===== config.mk =====
export PLATFORM = sky130hd
export DESIGN_NAME = scancode_to_ascii_fifo_top_flat
export DESIGN_NICKNAME = d
export VERILOG_FILES = /design/src/rtl/sc2a_pkg.sv /design/src/rtl/sc2a_if.sv /design/src/rtl/sc2a_ctrl.sv /design/src/rtl/sc2a_datapath.sv /design/src/rtl/scancode_to_ascii_fifo_top.sv /design/src/flat_wrapper.sv
export VERILOG_INCLUDE_DIRS = /design/src /design/src/rtl
export SDC_FILE = /design/constraint.sdc
export NUM_CORES = 1
export LEC_CHECK = 0
export ABC_CLOCK_PERIOD_IN_PS = 15900
export CORE_UTILIZATION = 45
export DETAILED_ROUTE_END_ITERATION = 8
export DONT_BUFFER_PORTS = 1
export GPL_ROUTABILITY_DRIVEN = 0
export SLEW_MARGIN = 20
export SYNTH_ARGS = -nofsm -noshare
export SYNTH_HDL_FRONTEND = slang
export SYNTH_SLANG_ARGS = --single-unit
export TNS_END_PERCENT = 50

===== constraint.sdc =====
create_clock -name clk -period 15.9 [get_ports clk]
set_clock_uncertainty 0.1 [all_clocks]
set_input_delay 2.385 -clock clk [delete_from_list [all_inputs] [get_ports clk]]
set_output_delay 2.385 -clock clk [all_outputs]
set_load 0.005 [all_outputs]

===== src/rtl/scancode_to_ascii_fifo_top_defines.svh =====
// ----------------------------------------------------------------------------
// scancode_to_ascii_fifo_top_defines
// assertion macros for the scancode translator rtl
// ----------------------------------------------------------------------------
`ifndef SCANCODE_TO_ASCII_FIFO_TOP_DEFINES_SVH
`define SCANCODE_TO_ASCII_FIFO_TOP_DEFINES_SVH

// same-cycle implication, checked outside reset
`define SC2A_ASSERT_NOW(label, clk, rst_n, a, b) \
  label: assert property (@(posedge clk) disable iff (!rst_n) (a) |-> (b)) \
    else $error("sc2a same-cycle check failed");

// next-cycle implication, checked outside reset
`define SC2A_ASSERT_NEXT(label, clk, rst_n, a, b) \
  label: assert property (@(posedge clk) disable iff (!rst_n) (a) |=> (b)) \
    else $error("sc2a next-cycle check failed");

`endif


===== src/rtl/sc2a_pkg.sv =====
`timescale 1ns / 1ps
// ----------------------------------------------------------------------------
// sc2a_pkg
// types, codes and the set 1 key table of the scancode translator
// ----------------------------------------------------------------------------
package sc2a_pkg;

  localparam int OPCODE_W = 2;
  localparam int CODE_W   = 8;

  localparam logic [OPCODE_W-1:0] OP_SCAN  = 2'd0;
  localparam logic [OPCODE_W-1:0] OP_POP   = 2'd1;
  localparam logic [OPCODE_W-1:0] OP_ACT   = 2'd2;
  localparam logic [OPCODE_W-1:0] OP_CLEAR = 2'd3;

  localparam logic [CODE_W-1:0] SC_LSHIFT    = 8'h2A;
  localparam logic [CODE_W-1:0] SC_RSHIFT    = 8'h36;
  localparam logic [CODE_W-1:0] SC_LSHIFT_UP = 8'hAA;
  localparam logic [CODE_W-1:0] SC_RSHIFT_UP = 8'hB6;
  localparam logic [CODE_W-1:0] SC_CTRL      = 8'h1D;
  localparam logic [CODE_W-1:0] SC_CTRL_UP   = 8'h9D;
  localparam logic [CODE_W-1:0] SC_CAPS      = 8'h3A;

  localparam logic [CODE_W-1:0] CH_LOWER_A = 8'h61;
  localparam logic [CODE_W-1:0] CH_LOWER_Z = 8'h7A;
  localparam logic [CODE_W-1:0] CH_LOWER_C = 8'h63;
  localparam logic [CODE_W-1:0] CH_LOWER_D = 8'h64;
  localparam logic [CODE_W-1:0] CH_BSLASH  = 8'h5C;
  localparam logic [CODE_W-1:0] CH_BAR     = 8'h7C;
  localparam logic [CODE_W-1:0] CH_SEVEN   = 8'h37;
  localparam logic [CODE_W-1:0] CH_AMP     = 8'h26;
  localparam logic [CODE_W-1:0] CH_EOF     = 8'hFF;
  localparam logic [CODE_W-1:0] CASE_MASK  = 8'hDF;

  typedef struct packed {
    logic [CODE_W-1:0] char_out;
    logic              char_valid;
    logic              activity;
    logic              overflow;
    logic              kill_request;
  } res_t;

  // controller to datapath
  typedef struct packed {
    logic exec;      // apply the accepted command
    logic rd_issue;  // ring read started for a pop
    logic pop_done;  // ring read data is back
  } cmd_t;

  // datapath to controller
  typedef struct packed {
    logic pop_hit;   // pending beat is a pop on a non-empty ring
    logic res_full;  // result queue has no free slot
  } sts_t;

  function automatic logic [CODE_W-1:0] keymap(input logic [6:0] code);
    logic [CODE_W-1:0] ch;
    ch = 8'h00;
    case (code)
      7'd2:  ch = 8'h31;
      7'd3:  ch = 8'h32;
      7'd4:  ch = 8'h33;
      7'd5:  ch = 8'h34;
      7'd6:  ch = 8'h35;
      7'd7:  ch = 8'h36;
      7'd8:  ch = 8'h37;
      7'd9:  ch = 8'h38;
      7'd10: ch = 8'h39;
      7'd11: ch = 8'h30;
      7'd12: ch = 8'h2D;
      7'd13: ch = 8'h3D;
      7'd14: ch = 8'h08;
      7'd15: ch = 8'h09;
      7'd16: ch = 8'h71;
      7'd17: ch = 8'h77;
      7'd18: ch = 8'h65;
      7'd19: ch = 8'h72;
      7'd20: ch = 8'h74;
      7'd21: ch = 8'h79;
      7'd22: ch = 8'h75;
      7'd23: ch = 8'h69;
      7'd24: ch = 8'h6F;
      7'd25: ch = 8'h70;
      7'd26: ch = 8'h5B;
      7'd27: ch = 8'h5D;
      7'd28: ch = 8'h0A;
      7'd30: ch = 8'h61;
      7'd31: ch = 8'h73;
      7'd32: ch = 8'h64;
      7'd33: ch = 8'h66;
      7'd34: ch = 8'h67;
      7'd35: ch = 8'h68;
      7'd36: ch = 8'h6A;
      7'd37: ch = 8'h6B;
      7'd38: ch = 8'h6C;
      7'd39: ch = 8'h3B;
      7'd40: ch = 8'h27;
      7'd41: ch = 8'h60;
      7'd43: ch = 8'h5C;
      7'd44: ch = 8'h7A;
      7'd45: ch = 8'h78;
      7'd46: ch = 8'h63;
      7'd47: ch = 8'h76;
      7'd48: ch = 8'h62;
      7'd49: ch = 8'h6E;
      7'd50: ch = 8'h6D;
      7'd51: ch = 8'h2C;
      7'd52: ch = 8'h2E;
      7'd53: ch = 8'h2F;
      7'd57: ch = 8'h20;
      default: ch = 8'h00;
    endcase
    return ch;
  endfunction

endpackage


===== src/rtl/sc2a_if.sv =====
`timescale 1ns / 1ps
// ----------------------------------------------------------------------------
// sc2a_if
// valid/ready channels for commands and results
// ----------------------------------------------------------------------------
interface sc2a_in_if;
  logic                          valid;
  logic                          ready;
  logic [sc2a_pkg::OPCODE_W-1:0] opcode;
  logic [sc2a_pkg::CODE_W-1:0]   scan_code;

  modport source (output valid, output opcode, output scan_code, input ready);
  modport sink   (input valid, input opcode, input scan_code, output ready);
endinterface

interface sc2a_out_if;
  logic                        valid;
  logic                        ready;
  logic [sc2a_pkg::CODE_W-1:0] char_out;
  logic                        char_valid;
  logic                        activity;
  logic                        overflow;
  logic                        kill_request;

  modport source (output valid, output char_out, output char_valid, output activity,
                  output overflow, output kill_request, input ready);
  modport sink   (input valid, input char_out, input char_valid, input activity,
                  input overflow, input kill_request, output ready);
endinterface


===== src/rtl/sc2a_ctrl.sv =====
`timescale 1ns / 1ps
// ----------------------------------------------------------------------------
// sc2a_ctrl
// command sequencer: accepts beats, waits in the pop state on ring reads
// ----------------------------------------------------------------------------
module sc2a_ctrl (
  input  logic               clk,
  input  logic               rst_n,
  input  logic               in_valid,
  output logic               in_ready,
  input  sc2a_pkg::sts_t     sts,
  output sc2a_pkg::cmd_t     cmd
);

  localparam logic [0:0] ST_IDLE = 1'b0;
  localparam logic [0:0] ST_POP  = 1'b1;

  logic [0:0] state_r;
  logic [0:0] state_nxt;

  always_comb begin
    in_ready     = (state_r == ST_IDLE) && !sts.res_full;
    cmd.exec     = in_valid && in_ready;
    cmd.rd_issue = cmd.exec && sts.pop_hit;
    cmd.pop_done = (state_r == ST_POP);
    state_nxt    = state_r;
    case (state_r)
      ST_IDLE: begin
        if (cmd.rd_issue) state_nxt = ST_POP;
      end
      ST_POP: begin
        state_nxt = ST_IDLE;
      end
      default: begin
        state_nxt = ST_IDLE;
      end
    endcase
  end

  always_ff @(posedge clk) begin
    if (!rst_n) begin
      state_r <= ST_IDLE;
    end else begin
      state_r <= state_nxt;
    end
  end

endmodule


===== src/rtl/sc2a_datapath.sv =====
`timescale 1ns / 1ps
// ----------------------------------------------------------------------------
// sc2a_datapath
// modifiers, key translation, character ring and result queue
// ----------------------------------------------------------------------------
module sc2a_datapath #(
  parameter int DEPTH = 128
) (
  input  logic                          clk,
  input  logic                          rst_n,
  input  sc2a_pkg::cmd_t                cmd,
  output sc2a_pkg::sts_t                sts,
  input  logic [sc2a_pkg::OPCODE_W-1:0] opcode,
  input  logic [sc2a_pkg::CODE_W-1:0]   scan_code,
  output logic                          out_valid,
  input  logic                          out_ready,
  output sc2a_pkg::res_t                out_res
);

  localparam int PW = (DEPTH > 1) ? $clog2(DEPTH) : 1;
  localparam logic [PW-1:0] PTR_LAST = PW'(DEPTH - 1);

  logic [sc2a_pkg::CODE_W-1:0] ring_mem [DEPTH];
  logic [sc2a_pkg::CODE_W-1:0] rd_data_r;

  logic [PW-1:0] wr_ptr_r, wr_ptr_nxt, rd_ptr_r, rd_ptr_nxt;
  logic [PW-1:0] wr_ptr_inc, rd_ptr_inc;
  logic          shift_r, shift_nxt, caps_r, caps_nxt, ctrl_r, ctrl_nxt;
  logic          act_r, act_nxt;

  logic                        ring_empty, ring_full;
  logic                        push_req, kill_hit, wr_en;
  logic [sc2a_pkg::CODE_W-1:0] ch_map, ch_case, ch_push;

  sc2a_pkg::res_t res_new;
  logic           enq, deq;
  logic [1:0]     cnt_r, cnt_nxt;
  sc2a_pkg::res_t q0_r, q0_nxt, q1_r, q1_nxt;

  assign wr_ptr_inc = (wr_ptr_r == PTR_LAST) ? '0 : wr_ptr_r + 1'b1;
  assign rd_ptr_inc = (rd_ptr_r == PTR_LAST) ? '0 : rd_ptr_r + 1'b1;
  assign ring_empty = (wr_ptr_r == rd_ptr_r);
  assign ring_full  = (wr_ptr_inc == rd_ptr_r);

  // key translation
  always_comb begin
    ch_map  = sc2a_pkg::keymap(scan_code[6:0]);
    ch_case = ch_map;
    if ((ch_map inside {[sc2a_pkg::CH_LOWER_A:sc2a_pkg::CH_LOWER_Z]}) && (shift_r || caps_r))
      ch_case = ch_map & sc2a_pkg::CASE_MASK;
    if (ch_case == sc2a_pkg::CH_BSLASH && shift_r) ch_case = sc2a_pkg::CH_BAR;
    if (ch_case == sc2a_pkg::CH_SEVEN && shift_r)  ch_case = sc2a_pkg::CH_AMP;
    kill_hit = ctrl_r && (ch_case == sc2a_pkg::CH_LOWER_C);
    ch_push  = (ctrl_r && ch_case == sc2a_pkg::CH_LOWER_D) ? sc2a_pkg::CH_EOF : ch_case;
  end

  // command execution
  always_comb begin
    shift_nxt  = shift_r;
    caps_nxt   = caps_r;
    ctrl_nxt   = ctrl_r;
    act_nxt    = act_r;
    wr_ptr_nxt = wr_ptr_r;
    rd_ptr_nxt = rd_ptr_r;
    push_req   = 1'b0;
    res_new    = '0;
    wr_en      = 1'b0;
    if (cmd.exec) begin
      case (opcode)
        sc2a_pkg::OP_SCAN: begin
          act_nxt = 1'b1;
          if (scan_code inside {sc2a_pkg::SC_LSHIFT, sc2a_pkg::SC_RSHIFT}) begin
            shift_nxt = 1'b1;
          end else if (scan_code inside {sc2a_pkg::SC_LSHIFT_UP, sc2a_pkg::SC_RSHIFT_UP}) begin
            shift_nxt = 1'b0;
          end else if (scan_code == sc2a_pkg::SC_CTRL) begin
            ctrl_nxt = 1'b1;
          end else if (scan_code == sc2a_pkg::SC_CTRL_UP) begin
            ctrl_nxt = 1'b0;
          end else if (scan_code == sc2a_pkg::SC_CAPS) begin
            caps_nxt = ~caps_r;
          end else if (!scan_code[7]) begin
            if (kill_hit) begin
              res_new.kill_request = 1'b1;
            end else begin
              push_req = 1'b1;
            end
          end
          if (push_req) begin
            if (ring_full) begin
              res_new.overflow = 1'b1;
            end else begin
              wr_en      = 1'b1;
              wr_ptr_nxt = wr_ptr_inc;
            end
          end
        end
        sc2a_pkg::OP_POP: begin
          if (!ring_empty) rd_ptr_nxt = rd_ptr_inc;
        end
        sc2a_pkg::OP_ACT: begin
          res_new.activity = act_r;
          act_nxt          = 1'b0;
        end
        sc2a_pkg::OP_CLEAR: begin
          wr_ptr_nxt = '0;
          rd_ptr_nxt = '0;
        end
        default: begin
          res_new = '0;
        end
      endcase
    end
    if (cmd.pop_done) begin
      res_new            = '0;
      res_new.char_out   = rd_data_r;
      res_new.char_valid = 1'b1;
    end
  end

  always_ff @(posedge clk) begin
    if (wr_en) ring_mem[wr_ptr_r] <= ch_push;
  end

  always_ff @(posedge clk) begin
    if (cmd.rd_issue) rd_data_r <= ring_mem[rd_ptr_r];
  end

  always_ff @(posedge clk) begin
    if (!rst_n) begin
      wr_ptr_r <= '0;
      rd_ptr_r <= '0;
      shift_r  <= 1'b0;
      caps_r   <= 1'b0;
      ctrl_r   <= 1'b0;
      act_r    <= 1'b0;
    end else begin
      wr_ptr_r <= wr_ptr_nxt;
      rd_ptr_r <= rd_ptr_nxt;
      shift_r  <= shift_nxt;
      caps_r   <= caps_nxt;
      ctrl_r   <= ctrl_nxt;
      act_r    <= act_nxt;
    end
  end

  // two-entry result queue, head drives the output
  assign enq       = (cmd.exec && !cmd.rd_issue) || cmd.pop_done;
  assign out_valid = (cnt_r != 2'd0);
  assign deq       = out_valid && out_ready;
  assign out_res   = q0_r;

  always_comb begin
    cnt_nxt = 2'(cnt_r + {1'b0, enq} - {1'b0, deq});
    q0_nxt  = q0_r;
    q1_nxt  = q1_r;
    if (deq) begin
      q0_nxt = (cnt_r == 2'd2) ? q1_r : res_new;
    end else if (cnt_r == 2'd0) begin
      q0_nxt = res_new;
    end
    if (enq && (((cnt_r == 2'd1) && !deq) || ((cnt_r == 2'd2) && deq))) q1_nxt = res_new;
  end

  always_ff @(posedge clk) begin
    if (!rst_n) begin
      cnt_r <= 2'd0;
    end else begin
      cnt_r <= cnt_nxt;
    end
  end

  always_ff @(posedge clk) begin
    q0_r <= q0_nxt;
    q1_r <= q1_nxt;
  end

  assign sts.pop_hit  = (opcode == sc2a_pkg::OP_POP) && !ring_empty;
  assign sts.res_full = (cnt_r == 2'd2);

endmodule


===== src/rtl/scancode_to_ascii_fifo_top.sv =====
`timescale 1ns / 1ps
// ----------------------------------------------------------------------------
// scancode_to_ascii_fifo_top
// set 1 scancode translator with a character ring and command interface
// ----------------------------------------------------------------------------
//
// channel   dir  handshake     payload
// in_ch     in   valid/ready   opcode[1:0], scan_code[7:0]
// out_ch    out  valid/ready   char_out[7:0], char_valid, activity, overflow,
//                              kill_request
//
// every command beat yields exactly one result beat
// scancode, activity read, clear and empty pop: one beat per cycle while the result queue has room
// pop of a stored character: the sequencer waits in its pop state for the registered ring read port
// reset zeroes pointers, modifiers and activity; ring contents are not cleared
// a two-entry result queue decouples the sides; besides the pop read cycle,
// in_ch stalls only while that queue is full
// ----------------------------------------------------------------------------
`include "scancode_to_ascii_fifo_top_defines.svh"

module scancode_to_ascii_fifo_top #(
  parameter int DEPTH = 128
) (
  input  logic              clk,
  input  logic              rst_n,
  sc2a_in_if.sink           in_ch,
  sc2a_out_if.source        out_ch
);

  // command and status between sequencer and datapath
  sc2a_pkg::cmd_t cmd;
  sc2a_pkg::sts_t sts;
  sc2a_pkg::res_t res;
  logic           in_ready;
  logic           out_valid;

  sc2a_ctrl u_ctrl (
    .clk      (clk),
    .rst_n    (rst_n),
    .in_valid (in_ch.valid),
    .in_ready (in_ready),
    .sts      (sts),
    .cmd      (cmd)
  );

  sc2a_datapath #(
    .DEPTH (DEPTH)
  ) u_datapath (
    .clk       (clk),
    .rst_n     (rst_n),
    .cmd       (cmd),
    .sts       (sts),
    .opcode    (in_ch.opcode),
    .scan_code (in_ch.scan_code),
    .out_valid (out_valid),
    .out_ready (out_ch.ready),
    .out_res   (res)
  );

  // drive the channels
  assign in_ch.ready         = in_ready;
  assign out_ch.valid        = out_valid;
  assign out_ch.char_out     = res.char_out;
  assign out_ch.char_valid   = res.char_valid;
  assign out_ch.activity     = res.activity;
  assign out_ch.overflow     = res.overflow;
  assign out_ch.kill_request = res.kill_request;

  // ring read always returns on the following cycle
  `SC2A_ASSERT_NEXT(a_pop_returns, clk, rst_n, cmd.rd_issue, cmd.pop_done)

  // no new command while a ring read is in flight
  `SC2A_ASSERT_NOW(a_no_accept_in_pop, clk, rst_n, cmd.pop_done, !in_ready)

  // a popped character carries no other flag
  `SC2A_ASSERT_NOW(a_char_alone, clk, rst_n, out_valid && res.char_valid,
                   !res.activity && !res.overflow && !res.kill_request)

endmodule


===== src/flat_wrapper.sv =====
// flat-port wrapper written by rule: the top's interface ports become plain ports
module scancode_to_ascii_fifo_top_flat 
#(
  parameter int DEPTH = 128
)
  (clk, rst_n, in_ch_valid, in_ch_opcode, in_ch_scan_code, in_ch_ready, out_ch_valid, out_ch_char_out, out_ch_char_valid, out_ch_activity, out_ch_overflow, out_ch_kill_request, out_ch_ready);
  sc2a_in_if in_ch_i ();
  sc2a_out_if out_ch_i ();
  input  logic clk;
  input  logic rst_n;
  input wire logic [$bits(in_ch_i.valid)-1:0] in_ch_valid;
  input wire logic [$bits(in_ch_i.opcode)-1:0] in_ch_opcode;
  input wire logic [$bits(in_ch_i.scan_code)-1:0] in_ch_scan_code;
  output wire logic [$bits(in_ch_i.ready)-1:0] in_ch_ready;
  output wire logic [$bits(out_ch_i.valid)-1:0] out_ch_valid;
  output wire logic [$bits(out_ch_i.char_out)-1:0] out_ch_char_out;
  output wire logic [$bits(out_ch_i.char_valid)-1:0] out_ch_char_valid;
  output wire logic [$bits(out_ch_i.activity)-1:0] out_ch_activity;
  output wire logic [$bits(out_ch_i.overflow)-1:0] out_ch_overflow;
  output wire logic [$bits(out_ch_i.kill_request)-1:0] out_ch_kill_request;
  input wire logic [$bits(out_ch_i.ready)-1:0] out_ch_ready;
  assign in_ch_i.valid = in_ch_valid;
  assign in_ch_i.opcode = in_ch_opcode;
  assign in_ch_i.scan_code = in_ch_scan_code;
  assign in_ch_ready = in_ch_i.ready;
  assign out_ch_valid = out_ch_i.valid;
  assign out_ch_char_out = out_ch_i.char_out;
  assign out_ch_char_valid = out_ch_i.char_valid;
  assign out_ch_activity = out_ch_i.activity;
  assign out_ch_overflow = out_ch_i.overflow;
  assign out_ch_kill_request = out_ch_i.kill_request;
  assign out_ch_i.ready = out_ch_ready;
  scancode_to_ascii_fifo_top #(.DEPTH(DEPTH)) u_core (.clk(clk), .rst_n(rst_n), .in_ch(in_ch_i), .out_ch(out_ch_i));
endmodule

; Word level (Yosys, flattened, before mapping)
; Memory sizes are Yosys's and may differ from the RTL's. A register that Yosys moved wholly into a read port is not among the register bits.
; Index checks and enable logic that the tools add are counted.
[word_totals]
latchBits = 0
output_inout_bits = 14
ram_bits = 1024
wordCells = 144
n_memories = 2
romBits = 448
register_bits = 45
[op_classes]
n_mul = 0
bitwise = 6
n_addsub = 4
n_reduce_logical = 39
shifts = 0
order_cmp = 2
mux = 50
n_eq_ne = 23
div_mod_pow = 0
[mem_list]
columns = memory, depth, width, read_ports, rd_ports_with_merged_regs, wr, line_no
row1 = u_core.u_datapath.ring_mem, 128, 8, 1, 1, 1, sc2a_datapath.sv:23  ; logic [sc2a_pkg::CODE_W-1:0] ring_mem [DEPTH];
row2 = (no name shown), 64, 7, 1, 0, 0, sc2a_pkg.sv:59  ; case (code)
[ops]
columns = cell, n
row1 = 2-to-1 mux 12 bit, 4
row2 = 2-to-1 mux 7 bit, 5
row3 = equality test 8 x 6 -> 1 bit (second input constant), 4
row4 = 2-to-1 mux 8 bit, 4
row5 = 2-to-1 mux 1 bit, 30
row6 = one-hot mux 7 bit (2 select lines), 2
row7 = equality test 8 x 7 -> 1 bit (second input constant), 3
row8 = equality test 8 bit (second input constant), 3
row9 = nonzero test 2 bit, 9
row10 = logical AND 1 bit, 15
row11 = adder 7 x 1 -> 7 bit (second input constant), 2
row12 = equality test 7 bit, 2
row13 = equality test 7 bit (second input constant), 2
row14 = equality test 8 x 5 -> 1 bit (second input constant), 1
row15 = greater-or-equal comparator 8 x 7 -> 1 bit (second input constant), 1
row16 = less-or-equal comparator 8 x 7 -> 1 bit (second input constant), 1
row17 = AND reduction 7 bit, 1
row18 = equality test 2 bit (second input constant), 3
row19 = 2-to-1 mux 6 bit, 1
row20 = NOT 1 bit, 6
row21 = AND reduction 3 bit, 2
row22 = AND reduction 5 bit, 1
row23 = equality test 2 x 1 -> 1 bit (second input constant), 2
row24 = zero test 1 bit, 4
row25 = other kinds (11), 16

; Logic depth before layout (Yosys ltp)
; An unclocked memory read counts as a cell.
[depth]
word_depth = 29
depth_mapped = 13
depth_no_buf = 10

; By module
; Synthesis repeated with hierarchy kept, for this count alone.
[hier_totals]
cells_unflattened = 2027
hier_area_um2 = 43111.3
[by_module_without_submodules]
columns = module, cells_per_inst, instances, area_each_um2
row1 = sc2a_datapath, 2021, 1, 43053.8
row2 = sc2a_ctrl, 6, 1, 57.6

; Least setup slack after synthesis
; Ideal clock, no wire load.
[synth_path]
path_kind = in2reg
start = input in_ch_scan_code[0]
end = memory u_core.u_datapath.ring_mem[0][0] (netlist bit), data pin
arrival_ns = 12.675
stages = 11
slack_ns = 1.902
required_time_ns = 14.577
cell_sequence = clkbuf_1 inv_1 ha_1 xnor2_1 a211oi_1 a311oi_1 nor2_1 and2_1 nand3_1 and2_1 o31ai_1
[synth_between]
elab_chain_cells = 15
elab_cells_between_ends = 16
cone_classes = order compare: 2 / eq/ne: 3 / mux: 5 / reduce/logical: 5 / memory: 1
[synth_lines]
columns = element, line_no
row1 = start: declaration, flat_wrapper.sv:13  ; input wire logic [$bits(in_ch_i.scan_code)-1:0] in_ch_scan_code;
row2 = memory (64 x 7 bit) *, n/a
row3 = 2-to-1 mux 8 bit *, sc2a_pkg.sv:59
row4 = greater-or-equal comparator 8 x 7 -> 1 bit or less-or-equal comparator 8 x 7 -> 1 bit (tied branches), sc2a_datapath.sv:49  ; if ((ch_map inside {[sc2a_pkg::CH_LOWER_A:sc2a_pkg::CH_LOWER_Z]}) && (shift_r || caps_r))
row5 = logical AND 1 bit (2 in a row), sc2a_datapath.sv:49
row6 = 2-to-1 mux 6 bit, sc2a_datapath.sv:49
row7 = equality test 8 x 7 -> 1 bit, sc2a_datapath.sv:51  ; if (ch_case == sc2a_pkg::CH_BSLASH && shift_r) ch_case = sc2a_pkg::CH_BAR;
row8 = logical AND 1 bit, sc2a_datapath.sv:51
row9 = 2-to-1 mux 8 bit *, sc2a_datapath.sv:51
row10 = equality test 8 x 6 -> 1 bit, sc2a_datapath.sv:52  ; if (ch_case == sc2a_pkg::CH_SEVEN && shift_r) ch_case = sc2a_pkg::CH_AMP;
row11 = logical AND 1 bit, sc2a_datapath.sv:52
row12 = 2-to-1 mux 8 bit *, sc2a_datapath.sv:52
row13 = equality test 8 x 7 -> 1 bit, sc2a_datapath.sv:54  ; ch_push = (ctrl_r && ch_case == sc2a_pkg::CH_LOWER_D) ? sc2a_pkg::CH_EOF : ch_case;
row14 = logical AND 1 bit, sc2a_datapath.sv:54
row15 = 2-to-1 mux 8 bit *, sc2a_datapath.sv:54
row16 = "net u_core.u_datapath.ch_push, one bit", sc2a_datapath.sv:33  ; logic [sc2a_pkg::CODE_W-1:0] ch_map, ch_case, ch_push;
row17 = end: declaration, sc2a_datapath.sv:23
; The timed path passes the listed nets; every way through them passes the cells marked *.

; Worst setup path after layout
[layout_path]
start = input in_ch_scan_code[1]
end = memory u_core.u_datapath.ring_mem[110][5] (netlist bit) (enable)
[layout_between]
elab_chain_cells = 28
elab_cells_between_ends = 38
cone_classes = order compare: 2 / eq/ne: 10 / mux: 18 / reduce/logical: 7 / memory: 1
[layout_lines]
columns = element, line_no
row1 = memory (64 x 7 bit), n/a
row2 = 2-to-1 mux 8 bit, sc2a_pkg.sv:59
row3 = greater-or-equal comparator 8 x 7 -> 1 bit or less-or-equal comparator 8 x 7 -> 1 bit (tied branches), sc2a_datapath.sv:49
row4 = logical AND 1 bit (2 in a row), sc2a_datapath.sv:49
row5 = 2-to-1 mux 6 bit, sc2a_datapath.sv:49
row6 = equality test 8 x 7 -> 1 bit, sc2a_datapath.sv:51
row7 = logical AND 1 bit, sc2a_datapath.sv:51
row8 = 2-to-1 mux 8 bit, sc2a_datapath.sv:51
row9 = [... 11 more ...], n/a
row10 = 2-to-1 mux 1 bit *, sc2a_datapath.sv:72  ; if (scan_code inside {sc2a_pkg::SC_LSHIFT, sc2a_pkg::SC_RSHIFT}) begin
row11 = 2-to-1 mux 1 bit *, sc2a_datapath.sv:69  ; case (opcode)
row12 = 2-to-1 mux 1 bit *, sc2a_datapath.sv:68  ; if (cmd.exec) begin
row13 = 2-to-1 mux 1 bit *, sc2a_datapath.sv:89  ; if (push_req) begin
row14 = 2-to-1 mux 1 bit *, sc2a_datapath.sv:69
row15 = 2-to-1 mux 1 bit *, sc2a_datapath.sv:68
row16 = 2-to-1 mux 1 bit *, sc2a_datapath.sv:122  ; if (wr_en) ring_mem[wr_ptr_r] <= ch_push;
row17 = 2-to-1 mux 1 bit (not written as such) *, sc2a_datapath.sv:122
; Mark *: on every way between the ends. The rest lies on a longest branch, timed or not. The select of a mux whose other input is x is not followed.

==> summary.txt <==
Layout
  • Final Util: 50.50%
  • Share of cells above drive strength 1: between 20% and 30%
  • Commonest cells after routing, fill and taps aside: edfxtp_1 (1056), mux4_2 (336), nor2_1 (143)
  • Commonest non-fill, non-tap cell in the layout: edfxtp_1
  • Antenna fix cells: 0
  • Fin area: between 40000 and 50000 sq um
  • Area growth, synth to finish: 10.98%
  • Final non-filler cell total: 3408
  • Post-layout net count: 2089

Logic synthesis
  • Number of synthesized flops with an enable pin: 1056
  • Async S/R FF share, synth: 0%
  • Synthesized cell area: 43300 sq um
  • Register bit total from synthesis: 1077
  • Sequential fraction of the synthesis area: 74.21%
  • Syn avg cell area: 21.21 sq um
  • Yosys warnings: 0
  • Synth Instances: 2041
  • Unique cell type count in the Yosys netlist: 74
  • Top FF cell, synth: edfxtp_1
  • Syn Nets: 2073

Die
  • Initial Util: 45.50%
  • DIE AREA: 97460 sq um
  • Die Width: ~310 um
  • Die height: ~310 um
  • Total core area: 95150 sq um
  • Cell row count: ~110
  • I/O pin count: 28

Clock network
  • Hold-fix buffers, CTS: 0
  • CTS Sinks: 1077
  • Post-CTS sizing: 0
  • CTS tree: yes
  • Worst-path clk slew: ~0.060 ns
  • H-tree Lvls: 3
  • Root buf cell: clkbuf_16
  • Clk_lat worst skew: 0.67 ns
  • TritonCTS Buffers: 105
  • Maximum root-to-sink buffer count: 3
  • Post-CTS Repair Setup Buffers: 0

GRT
  • First-pass GRT wire length: 143800 um
  • Largest net degree at the start of global routing: around 140
  • GRT Residual Overflow: 0
  • Vias in the first global route: around 21000
  • Total GRT Usage: 20.28%
  • Antenna violations before repair: 0

Critical path
  • WS Path Type: in2reg
  • CP max stage delay: 1.12 ns
  • R2R Setup Slk: around 11 ns
  • Worst EP required: 16.08 ns
  • Worst Setup End Kind: register
  • Worst Path Arrival: 7.68 ns
  • Worst Path Max Fanout: roughly 80
  • Buf/Inv on CP: 3
  • Reg2Reg Depth: 10
  • Slowest CP cell: nand3_2
  • CP cell instances: inv_1 > ha_1 > xnor2_1 > a211oi_1 > a311oi_1 > nor2_4 > buf_4 > buf_4 > nor4_2 > o311ai_4 > nand3_2 > nor2_1
  • CP Launch Type: primary input
  • Launch point of the worst reg-to-reg path: u_core.u_datapath.wr_ptr_r[0]$_SDFFE_PN0P_
  • R2r endpoint: u_core.u_datapath.ring_mem[110][5]$_DFFE_PP_
  • Most frequent CP cell: buf_4
  • Worst path top cell family by delay: simple AND/OR/NAND/NOR gates

Timing
  • Rel. slew slack: between 20% and 30%
  • WHS: 0.3845 ns
  • TNS Setup: 0 ns
  • RSZ-0062 raised after global routing: no
  • Slew @ Worst Pin: between 1 and 1.5 ns
  • Final period utilization: between 40% and 50%
  • Count of pins over their slew limit: 0
  • Final hold violations: 0
  • Min cycle time layout: 7.493 ns
  • Fmax: 133.5 MHz
  • Final setup vio count: 0

Route
  • Post-DRT Antenna Nets: 0
  • 1st-pass router iterations: 6
  • Via count: 20340
  • Vias per inst: 5.968
  • DRC errors left: 0
  • 1st-iter DRT viols: between 2000 and 2500
  • Drt wl/cell: 28.59 um
  • Wirelength, routed: 97440 um

Worst hold path
  • Worst hold path stage count: 2
  • Worst hold path type: reg2reg
  • HP Start: u_core.u_datapath.act_r$_SDFFE_PN0P_
  • Hold path endpoint: u_core.u_datapath.act_r$_SDFFE_PN0P_

Power
  • PwrDens: 122.1 nW/um^2
  • Worst-case vdd ir drop: approximately 94 uV
  • P_leak: 14.12 nW

Place
  • Placed cell area: 44740 sq um
  • Placed Instances: 3214
  • DP HPWL: 59010 um
  • IO Port Bufs: 0

Outcome
  • Status: finished, final reports clean

Flow run
  • Max-Cap Viols: 0
==> registers in the layout, indices dropped and copies added (netlist names) <==
name and cells:
u_core.u_datapath.cnt_r 2, u_core.u_datapath.ring_mem 1024, u_core.u_datapath.q1_r 12, u_core.u_datapath.ctrl_r 1, u_core.u_ctrl.state_r 1, u_core.u_datapath.rd_ptr_r 7, u_core.u_datapath.shift_r 1, u_core.u_datapath.caps_r 1
u_core.u_datapath.rd_data_r 8, u_core.u_datapath.wr_ptr_r 7, u_core.u_datapath.act_r 1, u_core.u_datapath.out_res 12
==> area by class of cell <==
type / instances / area, sq um
Tap cell: 1265 / 1583
Clock buffer: 132 / 2793
Timing Repair Buffer: 27 / 259.0
Inverter: 18 / 72.57
Multi-Input combinational cell: 828 / 10740
Sequential cell: 1077 / 32150
Fill cell: 7397 / 47100
Clock inverter: 61 / 457.9
==> worst max path at each step <==
stage | startpoint | end | slack [ns] | cells past startpoint
final | in_ch_scan_code[1] | u_core.u_datapath.ring_mem[110][5]$_DFFE_PP_ | 8.41 | 12
after global routing | in_ch_scan_code[1] | u_core.u_datapath.ring_mem[110][5]$_DFFE_PP_ | 8.13 | 12
after CTS | in_ch_scan_code[1] | u_core.u_datapath.ring_mem[110][5]$_DFFE_PP_ | 8.42 | 12
after detailed placement | in_ch_scan_code[1] | u_core.u_datapath.ring_mem[102][6]$_DFFE_PP_ | 7.71 | 12
after global placement | in_ch_scan_code[1] | u_core.u_datapath.ring_mem[103][0]$_DFFE_PP_ | 7.86 | 12
after floorplan | in_ch_scan_code[0] | u_core.u_datapath.ring_mem[0][0]$_DFFE_PP_ | 1.90 | 11
==> cell families after synthesis <==
group / after synthesis / share of synthesized area, %
fa+ha+maj: 18 / 0.5202
compound gates: 103 / 1.766
flops: 1077 / 74.21
xor+xnor: 18 / 0.3641
mux: 355 / 17.95
simple gates: 334 / 3.884
buf+inv: 136 / 1.309
==> worst register-to-register path, stage by stage, from the launching register on <==
cell and delay (ns):
dfxtp_1 0.31, buf_4 0.47, ha_1 0.39, and3_1 0.34
a21oi_1 0.14, o22ai_1 0.21, a21oi_1 0.12, and2_1 0.19
nor2_4 0.47, nand3_2 0.97, nor2_1 0.99
==> where the power goes <==
group          internal (W)  switching (W)  leakage, nW
registers           0.00316      0.0000161         9.59
clock network       0.00132        0.00103         1.59
logic              0.000135       0.000206         2.94
==> Yosys cell counts, drive strengths merged, types with 8 or more instances <==
master | n | area share [%]
a21o | 9 | 0.16
a21oi | 11 | 0.13
and2 | 24 | 0.35
and3 | 9 | 0.13
buf | 52 | 0.58
clkbuf | 66 | 0.57
dfxtp | 21 | 0.97
edfxtp | 1056 | 73
ha | 18 | 0.52
inv | 17 | 0.15
mux2 | 10 | 0.26
mux2i | 9 | 0.21
mux4 | 336 | 17
nand2 | 63 | 0.55
nand2b | 10 | 0.14
nand3 | 10 | 0.14
nand4 | 8 | 0.25
nor2 | 146 | 1.3
nor3 | 23 | 0.27
o21ai | 16 | 0.18
xnor2 | 14 | 0.28
==> through the flow <==
step / setup slack, ns / power, W
floorplan: 1.902 / 0.003481
global placement: 7.858 / 0.003576
detailed placement: 7.715 / 0.003585
CTS: 8.421 / 0.005918
global route: 8.128 / 0.006044
finish: 8.407 / 0.005867
==> metal layers <==
metal / wire length, um / global-route usage, %
met5: 92 / 0.6770
met2: 47230 / 32.31
met1: 39910 / 27.22
met4: 3104 / 6.629
met3: 7103 / 5.388
No activity file was read; power rests on OpenSTA's default activity.
